===== src/rtl/tcc_pkg.sv =====
// Shared types, constants and calendar functions for the time and calendar counter.
// Used by tcc_date_logic, tcc_time_core and time_and_calendar_counter_unit.
// No dependencies.
package tcc_pkg;

  // Width of the free-running tick counter (16 to 64)
  localparam int TccTickBits = 32;

  // Field ranges
  localparam logic [5:0]  TccMinSecMax  = 6'd59;
  localparam logic [4:0]  TccHourMax24  = 5'd23;
  localparam logic [4:0]  TccHourMax12  = 5'd11;
  localparam logic [3:0]  TccMonthMax   = 4'd12;
  localparam logic [3:0]  TccMonthMin   = 4'd1;
  localparam logic [4:0]  TccDayMin     = 5'd1;
  localparam logic [13:0] TccYearMax    = 14'd9999;
  localparam logic [13:0] TccYearReset  = 14'd2000;

  // Reciprocal of 25 for the divisibility test: q = (x * Recip) >> Shift is
  // exact for every x below 4096
  localparam logic [12:0] TccRecip25    = 13'd5243;
  localparam int          TccRecipShift = 17;

  // Item kinds carried in the input tuser
  typedef enum logic {
    TCC_OP_TICK = 1'b0,
    TCC_OP_LOAD = 1'b1
  } tcc_op_e;

  typedef struct packed {
    logic [4:0]  day;
    logic [3:0]  month;
    logic [13:0] year;
  } tcc_date_t;

  // Fields of a load item, lowest field last in the packed order
  typedef struct packed {
    logic [13:0] year;
    logic [3:0]  month;
    logic [4:0]  day;
    logic        pm;
    logic [5:0]  second;
    logic [5:0]  minute;
    logic [4:0]  hour;
  } tcc_load_t;

  // Control handed from the input stage to the core
  typedef struct packed {
    logic    valid;
    tcc_op_e op;
    logic    twelve_hour;
  } tcc_step_t;

  // State after one item, as it leaves the core
  typedef struct packed {
    logic        day_rolled;
    logic [31:0] tick_count;
    logic [13:0] year;
    logic [3:0]  month;
    logic [4:0]  day;
    logic        pm;
    logic [5:0]  second;
    logic [5:0]  minute;
    logic [4:0]  hour;
  } tcc_result_t;

  // Gregorian leap test; divisibility by 100 and 400 goes through y/4 mod 25
  function automatic logic tcc_is_leap(input logic [13:0] y);
    logic [11:0] quarter;
    logic [24:0] prod;
    logic [7:0]  q;
    logic [11:0] back;
    logic        div25;
    quarter = y[13:2];
    prod    = 25'(quarter) * 25'(TccRecip25);
    q       = prod[24:TccRecipShift];
    back    = 12'({q, 4'b0000}) + 12'({q, 3'b000}) + 12'(q);
    div25   = (back == quarter);
    return (y[1:0] == 2'b00) && (!div25 || (y[3:0] == 4'b0000));
  endfunction

  // Days in a month; a month outside 1..12 counts as January
  function automatic logic [4:0] tcc_days_in(input logic [3:0] m, input logic leap);
    logic [4:0] len;
    unique case (m)
      4'd4, 4'd6, 4'd9, 4'd11: len = 5'd30;
      4'd2:                    len = leap ? 5'd29 : 5'd28;
      default:                 len = 5'd31;
    endcase
    return len;
  endfunction

endpackage


===== src/rtl/tcc_date_logic.sv =====
// Date arithmetic: next-day rollover of the current date and range clamping
// of a loaded date. Depends on tcc_pkg.
module tcc_date_logic (
  input  tcc_pkg::tcc_date_t cur_date_i,
  input  tcc_pkg::tcc_date_t load_date_i,
  output tcc_pkg::tcc_date_t next_date_o,
  output tcc_pkg::tcc_date_t load_date_o
);

  logic [4:0]  cur_len;
  logic [3:0]  ld_month;
  logic [13:0] ld_year;
  logic [4:0]  ld_len;

  // Advance the current date by one day
  always_comb begin
    cur_len     = tcc_pkg::tcc_days_in(cur_date_i.month, tcc_pkg::tcc_is_leap(cur_date_i.year));
    next_date_o = cur_date_i;
    if (cur_date_i.day >= cur_len) begin
      next_date_o.day = tcc_pkg::TccDayMin;
      if (cur_date_i.month >= tcc_pkg::TccMonthMax) begin
        next_date_o.month = tcc_pkg::TccMonthMin;
        next_date_o.year  = (cur_date_i.year >= tcc_pkg::TccYearMax) ? 14'd0
                                                                       : cur_date_i.year + 14'd1;
      end else begin
        next_date_o.month = cur_date_i.month + 4'd1;
      end
    end else begin
      next_date_o.day = cur_date_i.day + 5'd1;
    end
  end

  // Clamp a loaded date; the day is limited by the clamped month and year
  always_comb begin
    ld_month = load_date_i.month;
    if (ld_month < tcc_pkg::TccMonthMin) ld_month = tcc_pkg::TccMonthMin;
    if (ld_month > tcc_pkg::TccMonthMax) ld_month = tcc_pkg::TccMonthMax;
    ld_year = (load_date_i.year > tcc_pkg::TccYearMax) ? tcc_pkg::TccYearMax : load_date_i.year;
    ld_len  = tcc_pkg::tcc_days_in(ld_month, tcc_pkg::tcc_is_leap(ld_year));
    load_date_o.month = ld_month;
    load_date_o.year  = ld_year;
    if (load_date_i.day < tcc_pkg::TccDayMin) begin
      load_date_o.day = tcc_pkg::TccDayMin;
    end else if (load_date_i.day > ld_len) begin
      load_date_o.day = ld_len;
    end else begin
      load_date_o.day = load_date_i.day;
    end
  end

endmodule


===== src/rtl/tcc_time_core.sv =====
// Clock and calendar state registers with the tick cascade and load logic.
// Depends on tcc_pkg and tcc_date_logic.
module tcc_time_core (
  input  logic                   clk_i,
  input  logic                   rst_ni,
  input  tcc_pkg::tcc_step_t     step_i,
  input  tcc_pkg::tcc_load_t     load_i,
  output tcc_pkg::tcc_result_t   result_o
);

  logic [4:0]  hour_q, hour_d;
  logic [5:0]  minute_q, minute_d;
  logic [5:0]  second_q, second_d;
  logic        pm_q, pm_d;
  logic [tcc_pkg::TccTickBits-1:0] cnt_q, cnt_d;
  logic [tcc_pkg::TccTickBits-1:0] cnt_one;
  tcc_pkg::tcc_date_t date_q, date_d;
  tcc_pkg::tcc_date_t next_date, load_date, raw_load_date;
  logic [4:0]  hour_max;
  logic        rolled;

  assign raw_load_date = '{day: load_i.day, month: load_i.month, year: load_i.year};

  // Counter increment at the full counter width
  assign cnt_one = {{(tcc_pkg::TccTickBits-1){1'b0}}, 1'b1};

  tcc_date_logic u_date (
    .cur_date_i  (date_q),
    .load_date_i (raw_load_date),
    .next_date_o (next_date),
    .load_date_o (load_date)
  );

  // Compute the state after the current item
  always_comb begin
    hour_max = step_i.twelve_hour ? tcc_pkg::TccHourMax12 : tcc_pkg::TccHourMax24;
    hour_d   = hour_q;
    minute_d = minute_q;
    second_d = second_q;
    pm_d     = pm_q;
    date_d   = date_q;
    cnt_d    = cnt_q;
    rolled   = 1'b0;
    if (step_i.op == tcc_pkg::TCC_OP_LOAD) begin
      hour_d   = (load_i.hour > hour_max) ? hour_max : load_i.hour;
      minute_d = (load_i.minute > tcc_pkg::TccMinSecMax) ? tcc_pkg::TccMinSecMax : load_i.minute;
      second_d = (load_i.second > tcc_pkg::TccMinSecMax) ? tcc_pkg::TccMinSecMax : load_i.second;
      pm_d     = step_i.twelve_hour & load_i.pm;
      date_d   = load_date;
    end else begin
      cnt_d = cnt_q + cnt_one;
      pm_d  = step_i.twelve_hour & pm_q;
      if (second_q < tcc_pkg::TccMinSecMax) begin
        second_d = second_q + 6'd1;
      end else begin
        second_d = 6'd0;
        if (minute_q < tcc_pkg::TccMinSecMax) begin
          minute_d = minute_q + 6'd1;
        end else begin
          minute_d = 6'd0;
          if (hour_q >= hour_max) begin
            hour_d = 5'd0;
            // 12-hour mode rolls the date only on the pm-to-am step
            if (step_i.twelve_hour) begin
              rolled = pm_q;
              pm_d   = ~pm_q;
            end else begin
              rolled = 1'b1;
            end
          end else begin
            hour_d = hour_q + 5'd1;
          end
        end
      end
      if (rolled) date_d = next_date;
    end
  end

  // Hold state until an item is applied
  always_ff @(posedge clk_i or negedge rst_ni) begin
    if (!rst_ni) begin
      hour_q   <= 5'd0;
      minute_q <= 6'd0;
      second_q <= 6'd0;
      pm_q     <= 1'b0;
      date_q   <= '{day: tcc_pkg::TccDayMin, month: tcc_pkg::TccMonthMin,
                    year: tcc_pkg::TccYearReset};
      cnt_q    <= '0;
    end else if (step_i.valid) begin
      hour_q   <= hour_d;
      minute_q <= minute_d;
      second_q <= second_d;
      pm_q     <= pm_d;
      date_q   <= date_d;
      cnt_q    <= cnt_d;
    end
  end

  assign result_o = '{
    day_rolled: rolled,
    tick_count: 32'(cnt_d),
    year:       date_d.year,
    month:      date_d.month,
    day:        date_d.day,
    pm:         pm_d,
    second:     second_d,
    minute:     minute_d,
    hour:       hour_d
  };

  // The tick counter advances by one on each tick and holds on a load
  a_tick_advances: assert property (@(posedge clk_i) disable iff (!rst_ni)
    step_i.valid && (step_i.op == tcc_pkg::TCC_OP_TICK) |=> cnt_q == $past(cnt_q) + cnt_one)
    else $error("tick counter did not advance on a tick");

  a_load_keeps_count: assert property (@(posedge clk_i) disable iff (!rst_ni)
    step_i.valid && (step_i.op == tcc_pkg::TCC_OP_LOAD) |=> $stable(cnt_q))
    else $error("tick counter changed on a load");

  // A date rollover leaves the time at midnight
  a_roll_at_midnight: assert property (@(posedge clk_i) disable iff (!rst_ni)
    step_i.valid && rolled |=> (hour_q == 5'd0) && (minute_q == 6'd0) && (second_q == 6'd0))
    else $error("date advanced away from midnight");

endmodule


===== src/rtl/time_and_calendar_counter_unit.sv =====
// Top level of the time and calendar counter: input stage, output register
// and mode register around tcc_time_core. Depends on tcc_pkg and tcc_time_core.
//
// Usage:
//   s_axis carries one item per transfer. tuser is the item kind: a one-second
//   tick or a load of time and date. On a load, tdata holds the values to
//   write; on a tick it is ignored. m_axis returns one result per item, the
//   full time, date, tick count and a flag for a date rollover.
//   The cfg channel writes the 12-hour mode bit; write it only while no item
//   is in flight. cfg_ready_o is always high.
// Flow and throughput:
//   An accepted item waits in the input stage until the result register has
//   room; it is then applied to the clock state and its result is offered on
//   m_axis. One item per cycle is sustained while m_axis_tready stays high;
//   the tick cascade, month-length lookup and leap test are combinational.
// Reset:
//   Time 00:00:00, date 2000-01-01, tick count 0, 24-hour mode, both
//   pipeline registers empty.
// Stall:
//   While the receiver holds m_axis_tready low, the result stays put, one
//   more item may wait in the input stage, and then s_axis_tready drops.
module time_and_calendar_counter_unit (
  input  logic        clk_i,
  input  logic        rst_ni,
  // Configuration write
  input  logic        cfg_valid_i,
  output logic        cfg_ready_o,
  input  logic        cfg_data_i,     // twelve_hour_mode
  // Input stream
  input  logic        s_axis_tvalid,
  output logic        s_axis_tready,
  // [4:0] load_hour, [10:5] load_minute, [16:11] load_second, [17] load_pm,
  // [22:18] load_day, [26:23] load_month, [40:27] load_year, [47:41] zero
  input  logic [47:0] s_axis_tdata,
  input  logic        s_axis_tuser,   // [0] opcode
  // Output stream
  output logic        m_axis_tvalid,
  input  logic        m_axis_tready,
  // [4:0] hour, [10:5] minute, [16:11] second, [17] pm, [22:18] day,
  // [26:23] month, [40:27] year, [72:41] tick_count, [73] day_rolled, [79:74] zero
  output logic [79:0] m_axis_tdata
);

  logic                 mode_q;
  logic                 in_vld_q, in_vld_d;
  tcc_pkg::tcc_op_e     in_op_q;
  tcc_pkg::tcc_load_t   in_load_q;
  logic                 out_vld_q, out_vld_d;
  tcc_pkg::tcc_result_t out_q;
  tcc_pkg::tcc_result_t result;
  tcc_pkg::tcc_step_t   step;
  logic                 advance;
  logic                 s_fire;

  // Mode register
  assign cfg_ready_o = 1'b1;

  always_ff @(posedge clk_i or negedge rst_ni) begin
    if (!rst_ni) begin
      mode_q <= 1'b0;
    end else if (cfg_valid_i) begin
      mode_q <= cfg_data_i;
    end
  end

  // Move the staged item into the result register when it has room
  assign advance       = in_vld_q && (!out_vld_q || m_axis_tready);
  assign s_axis_tready = !in_vld_q || advance;
  assign s_fire        = s_axis_tvalid && s_axis_tready;

  always_comb begin
    in_vld_d = in_vld_q;
    if (s_fire) begin
      in_vld_d = 1'b1;
    end else if (advance) begin
      in_vld_d = 1'b0;
    end
    out_vld_d = out_vld_q;
    if (advance) begin
      out_vld_d = 1'b1;
    end else if (m_axis_tready) begin
      out_vld_d = 1'b0;
    end
  end

  always_ff @(posedge clk_i or negedge rst_ni) begin
    if (!rst_ni) begin
      in_vld_q  <= 1'b0;
      out_vld_q <= 1'b0;
    end else begin
      in_vld_q  <= in_vld_d;
      out_vld_q <= out_vld_d;
    end
  end

  // Capture the input transfer
  always_ff @(posedge clk_i) begin
    if (s_fire) begin
      in_op_q   <= tcc_pkg::tcc_op_e'(s_axis_tuser);
      in_load_q <= tcc_pkg::tcc_load_t'(s_axis_tdata[40:0]);
    end
  end

  assign step = '{valid: advance, op: in_op_q, twelve_hour: mode_q};

  tcc_time_core u_core (
    .clk_i    (clk_i),
    .rst_ni   (rst_ni),
    .step_i   (step),
    .load_i   (in_load_q),
    .result_o (result)
  );

  // Hold the result until the receiver takes it
  always_ff @(posedge clk_i) begin
    if (advance) begin
      out_q <= result;
    end
  end

  assign m_axis_tvalid = out_vld_q;
  assign m_axis_tdata  = {6'd0, out_q};

endmodule

===== config.mk =====
export PLATFORM = sky130hd
export DESIGN_NAME = time_and_calendar_counter_unit
export DESIGN_NICKNAME = d
export VERILOG_FILES = /design/src/rtl/tcc_pkg.sv /design/src/rtl/tcc_date_logic.sv /design/src/rtl/tcc_time_core.sv /design/src/rtl/time_and_calendar_counter_unit.sv
export SDC_FILE = /design/constraint.sdc
export NUM_CORES = 1
export LEC_CHECK = 0
export BUFFER_PORTS_ARGS = -buffer_cell sky130_fd_sc_hd__buf_2
export CAP_MARGIN = 20
export CORE_ASPECT_RATIO = 1.5
export CORE_MARGIN = 8
export CORE_UTILIZATION = 30
export DETAILED_ROUTE_END_ITERATION = 6
export GPL_ROUTABILITY_DRIVEN = 0
export PLACE_DENSITY = 0.58
export SLEW_MARGIN = 0
export SYNTH_ARGS = -nofsm -noshare
export SYNTH_HDL_FRONTEND = slang
export SYNTH_HIERARCHICAL = 1
export SYNTH_SLANG_ARGS = --single-unit

===== constraint.sdc =====
create_clock -name clk_i -period 8.8 [get_ports clk_i]
set_input_delay 0.44 -clock clk_i [delete_from_list [all_inputs] [get_ports clk_i]]
set_output_delay 0.44 -clock clk_i [all_outputs]
set_load 0.02 [all_outputs]

==> qor.yml, run 1 <==
status: "finished with violations"
violations: "negative setup slack"
avgSynthCellArea_sq_um: 10.51
ys_types: 88
async_flop_share_pct: 39.58
clock_skew_ns: 0.01352
finalWorstSetupSlack_ns: -0.5824
cp-end-kind: "register"
htreeDepth: 4
worst_pin_slew_ns: 1.067
hp-class: "input port to register"
grt_use_total_pct: 14.46
critPathArrivalTime_ns: 9.60
synth_top_area_share_pct: 20.90
antenna_left: 0
nNetsFinal: 2242
wl_um: 46490
drive_gt1_share_pct: 28.79
first_iter_violations: 603
viasPerCell: 4.968
drc: 0
cp_max_fo: 4
grt_pass1_wl_um: 73090
relSlewSlack_pct: 27.88
antenna_found_initial: 0
syn_area_sq_um: 16670
clock_latency_ns: 0.47
synth-seq-cells: 192
yosysMostFrequentCell: "inv_1"
ys_warn_count: 6
cts_tree: "built"
drt-wirelength-per-cell_um: 17.87
max_cap_viol_count: 0
core_sq_um: 55310
vias: 12930
core.rowCount: 106
synth-edff-count: 116
grt_pass1_vias: 13670
max_freq_mhz: 106.6
dieArea_sq_um: 63510
first_pass_iters: 5
min_period_ns: 9.382
rsz0062_at_grt: "true"
dominantRegCellSynth: "edfxtp_1"
diodes: 0
hold_viol_final: 0
worstSetupStartpointType: "register"
fp.dieH_um: 304.7
overflow: 0
cts_buffer_depth: 2
synth_commonest_cells: "211 x inv_1, 204 x ha_1, 116 x edfxtp_1"
final_cells: 2602
synth_cells: 1585
cts.sinks: 192
start_util_pct: 30.13
crit_slowest_cell: "fa_1"
numCtsBuffers: 17
dp_cells: 2524
synth_top_area_cell: "edfxtp_1"
max_stage_delay_ns: 0.55
area.growth.synth_to_final_pct: 24.19
dp_hpwl_um: 36180
die_x_um: 208.4
setup_viol: 42
required_ns: 9.01
crit_type: "register to register"
cts_root_buf: "clkbuf_16"
critPathTopFamily: "adder cells"
seq_area_frac_synth_pct: 32.37
io-pin-count: 138
grt_start_max_net_pins: 78
fin_crit_sh_pct: 106.6
port_buffers: 123
yosys-top-cells-area: "edfxtp_1 21%, ha_1 15%, fa_1 12%, dfrtp_1 10%, inv_1 4.8%"
slew_violations: 0
cpMostUsedCell: "fa_1"
crit_buf_inv: 5
clk_pin_slew_worst_paths_ns: 0.08
## layer usage
layer / track usage [%] / wire length, um
met1: 16.30 / 18780
met2: 26.41 / 23950
met3: 2.034 / 1671
met4: 6.963 / 2086
met5: 0 / 0
## stage by stage
stage               cell area [sq um]  util, %  setup WS [ns]  hold slack, ns  setup TNS [ns]
detailed placement              19190    34.70        -0.8039          0.2849          -17.41
global route                    20700    37.42        -0.9337          0.1164          -30.31
finish                          20700    37.42        -0.5824          0.1410          -13.38
floorplan                       16790        -      0.0003428          0.1444               0
CTS                             20160    36.46        -0.4218          0.1113          -8.580
global placement                19190    34.70        -0.8440          0.2835          -15.38
## layout by cell type (no fill, tap or decap), types with 47 or more instances in the layout
cell type / n
buf_4: 211
inv_1: 204
ha_1: 192
buf_2: 122
edfxtp_1: 116
fa_1: 92
xnor2_1: 72
nand2_1: 69
nor2_1: 68
dfrtp_1: 66
xor2_1: 47
## registers in the layout (all words and copies together) (netlist names)
| signal | cells |
|---|---|
| m_axis_tdata | 74 |
| in_load_q | 41 |
| u_core/cnt_q | 32 |
| u_core/date_q | 23 |
| u_core/minute_q | 6 |
| u_core/second_q | 6 |
| u_core/hour_q | 5 |
| in_op_q | 1 |
| in_vld_q | 1 |
| m_axis_tvalid | 1 |
| mode_q | 1 |
| u_core/pm_q | 1 |
## cell families (layout without fill, tap and decap cells)
group | count (synthesis) | in the layout | synth area share [%]
and+or+nand+nor | 369 | 370 | 12.63
adders and majority gates | 300 | 300 | 26.85
AOI/OAI and AO/OA | 291 | 291 | 12.73
buffers and inverters | 287 | 595 | 7.477
DFF | 192 | 192 | 32.37
xor gates and xnor gates | 125 | 125 | 6.734
muxes | 17 | 17 | 1.126
other | 4 | 10 | 0.09006
## final timing paths
| path | from | cells past startpoint | slack (ns) | to |
|---|---|---|---|---|
| max | in_load_q[38] | 34 | -0.58 | m_axis_tdata[18] |
| min | s_axis_tdata[16] | 1 | 0.14 | in_load_q[16] |
| max reg2reg | in_load_q[38] | 34 | -0.58 | m_axis_tdata[18] |
| min reg2reg | u_core/cnt_q[31] | 1 | 0.50 | u_core/cnt_q[31] |
| max in group asynchronous | rst_ni | 3 | 7.21 | u_core/date_q[11] |
| min in group asynchronous | rst_ni | 2 | 0.35 | u_core/cnt_q[26] |
## what timing repair did
item	4_1_cts	5_1_grt
endpoints found under the setup margin	41	46
cloned	1	1
hold buffers	1	0
hold endpoints to repair	10	0
resized for setup	59	78
pin swaps	75	60
buffers inserted	20	24
## layout make-up
class | count | area, sq um
clock inverters | 13 | 138.9
inverters | 215 | 807.0
well taps | 702 | 878.3
flip-flops and latches | 192 | 5398
clock buffers | 19 | 432.9
multi-input cells | 1113 | 10660
repair buffers | 348 | 2379
fillers | 5346 | 34610
Power of run 1 is left out: the tool's default activity adds up to more than one toggle a clock period on the data nets, which glitch-free logic cannot reach.
==> run 2, diff against run 1 <==
Settings changed: ABC_AREA set to 1, CTS_CLUSTER_DIAMETER set to 150, PLACE_DENSITY 0.58 to 0.43.
==> qor.yml, run 2 <==
relSlewSlack_pct: 31.86  # was 27.88%
io-pin-count: 138  # unchanged
pre_cts_ws_ns: -0.3309  # was -0.8039 ns
first_iter_violations: 694  # was 603
synth_top_area_share_pct: 20.38  # was 20.90%
wl_um: 50120  # was 46490 um
clock_latency_ns: 0.48  # was 0.47 ns
antenna_found_initial: 1  # was 0
hp-class: "input port to register"  # unchanged
setup_viol: 0  # was 42
fin_crit_sh_pct: 98.78  # was 106.6%
n_fill_cell: 5856  # was 5346
synth-edff-count: 116  # unchanged
ys_warn_count: 6  # unchanged
max_freq_mhz: 115.0  # was 106.6 MHz
max_cap_viol_count: 0  # unchanged
dp_hpwl_um: 39950  # was 36180 um
critPathArrivalTime_ns: 8.92  # was 9.60 ns
grt_use_total_pct: 15.52  # was 14.46%
worstSetupStartpointType: "register"  # unchanged
finalWorstSetupSlack_ns: 0.1070  # was -0.5824 ns
final_common_cell: "nand2_1"  # was buf_4
async_flop_share_pct: 39.58  # unchanged
grt_pass1_vias: 14730  # was 13.67k
cts_root_buf: "clkbuf_16"  # unchanged
vias: 14090  # was 12.93k
clock_skew_ns: 0.02345  # was 0.01352 ns
required_ns: 9.03  # was 9.01 ns
ys_types: 65  # was 88
synth_commonest_cells: "538 x nand2_1, 372 x inv_1, 204 x ha_1"  # was 211 x inv_1, 204 x ha_1, 116 x edfxtp_1
drt-wirelength-per-cell_um: 16.11  # was 17.87 um
slew_violations: 0  # unchanged
dp_cells: 3055  # was 2524
fin_util_pct: 37.48  # was 37.42%
drc: 0  # unchanged
cpMostUsedCell: "inv_2"  # was fa_1
rrSetupSlack_ns: 0.11  # was -0.58 ns
area.growth.synth_to_final_pct: 24.19  # about the same
antenna_left: 0  # unchanged
hold_viol_final: 0  # unchanged
synth-seq-cells: 192  # unchanged
yosys-top-cells-area: "edfxtp_1 20%, ha_1 15%, nand2_1 12%, fa_1 11%, dfrtp_1 10%"  # was edfxtp_1 21%, ha_1 15%, fa_1 12%, dfrtp_1 10%, inv_1 4.8%
port_buffers: 123  # unchanged
cts_buffer_depth: 2  # unchanged
dominantRegCellSynth: "edfxtp_1"  # unchanged
dieArea_sq_um: 65020  # was 63510 sq um
seq_area_frac_synth_pct: 31.57  # was 32.37%
worst_pin_slew_ns: 1.020  # was 1.067 ns
status: "completed"  # was finished with violations
core_sq_um: 56630  # was 55310 sq um
cts.sinks: 192  # unchanged
final_cells: 3111  # was 2602
numCtsBuffers: 17  # unchanged
cp-end-kind: "register"  # unchanged
viasPerCell: 4.528  # was 4.968
overflow: 0  # unchanged
die_x_um: 210.9  # was 208.4 um
min_period_ns: 8.693  # was 9.382 ns
crit_type: "register to register"  # unchanged
start_util_pct: 30.18  # was 30.13%
yosysMostFrequentCell: "nand2_1"  # was inv_1
synth_top_area_cell: "edfxtp_1"  # unchanged
clk_pin_slew_worst_paths_ns: 0.10  # was 0.08 ns
rsz0062_at_grt: "true"  # unchanged
finalSetupTns_ns: 0  # was -13.38 ns
core.rowCount: 107  # was 106
fp.dieH_um: 308.3  # was 304.7 um
htreeDepth: 4  # unchanged
synth_cells: 2046  # was 1585
cts_tree: "built"  # unchanged
syn_area_sq_um: 17090  # was 16670 sq um
layout_common_cells: "496 x nand2_1, 355 x inv_1, 190 x buf_4"  # was 211 x buf_4, 204 x inv_1, 192 x ha_1
largest_reg_flops: 74  # unchanged
first_pass_iters: 6  # was 5
grt_start_max_net_pins: 65  # was 78
cp_max_fo: 3  # was 4
nNetsFinal: 2690  # was 2242
drive_gt1_share_pct: 25.09  # was 28.79%
max_stage_delay_ns: 0.56  # was 0.55 ns
diodes: 0  # unchanged
avgSynthCellArea_sq_um: 8.354  # was 10.51 sq um
crit_slowest_cell: "fa_2"  # was fa_1
grt_pass1_wl_um: 78960  # was 73090 um
-- run 2: final cells by class --
type	count	area [sq um]	share of cell area, %
Timing Repair Buffer	319	2132	10.04
Multi-Input combinational cell	1412	10680	50.30
Inverter	392	1484	6.991
Timing Repair inverter	1	7.507	0.03537
Tap cell	763	954.7	4.497
Clock inverter	13	143.9	0.6779
Clock buffer	19	432.9	2.039
Sequential cell	192	5395	25.42
-- run 2: layer usage --
metal  part of all wire (%)  wire length, um  GRT usage, %
met5                  0.026               13             0
met2                     54            27030         29.67
met4                    3.3             1630         6.034
met3                    2.3             1175         2.052
met1                     40            20270         17.01
-- run 2: path summary, 6_finish.rpt --
kind / cells past startpoint / end / from
worst max-delay path: 56 / m_axis_tdata[39] / u_core/date_q[7]
worst min-delay path: 1 / in_load_q[37] / s_axis_tdata[37]
worst max register to register: 56 / m_axis_tdata[39] / u_core/date_q[7]
worst min register to register: 2 / u_core/date_q[7] / u_core/date_q[7]
max in group asynchronous: 3 / u_core/date_q[22] / rst_ni
min in group asynchronous: 2 / u_core/cnt_q[29] / rst_ni
-- run 2: what timing repair did --
| action | 4_1_cts | 5_1_grt |
|---|---|---|
| hold buffers | 1 | 0 |
| buffers inserted | 8 | 14 |
| hold endpoints to repair | 38 | 0 |
| resized for setup | 45 | 123 |
| gates cloned | 0 | 1 |
| setup endpoints to repair | 39 | 46 |
| pin swaps | 38 | 118 |
-- run 2: logic make-up (layout without fill, tap and decap cells) --
family / after synthesis / after routing / synth area share [%]
other cells: 4 / 10 / 0.08782
compound gates: 158 / 158 / 5.242
fa+ha+maj: 300 / 300 / 26.18
xor+xnor: 57 / 57 / 3.009
simple gates: 887 / 887 / 23.51
buf+inv: 448 / 744 / 10.40
flops: 192 / 192 / 31.57
-- run 2: worst max-delay path: cells and delay by family, from the launching register on --
family          cells  cell delay (ns)
compound gates      6             0.64
fa+ha+maj           9             3.95
buf+inv            12             0.69
flops               1             0.40
simple gates       29             2.75
-- run 2: stage by stage --
stage          hold slack (ns)  instance area [sq um]
2_1_floorplan           0.1444                  17110
3_3_place_gp            0.4716                  19710
3_5_place_dp            0.4676                  19710
4_1_cts                0.08639                  20570
5_1_grt                 0.1011                  21230
6_report                0.1302                  21230
Power of run 2 is left out for the same reason.
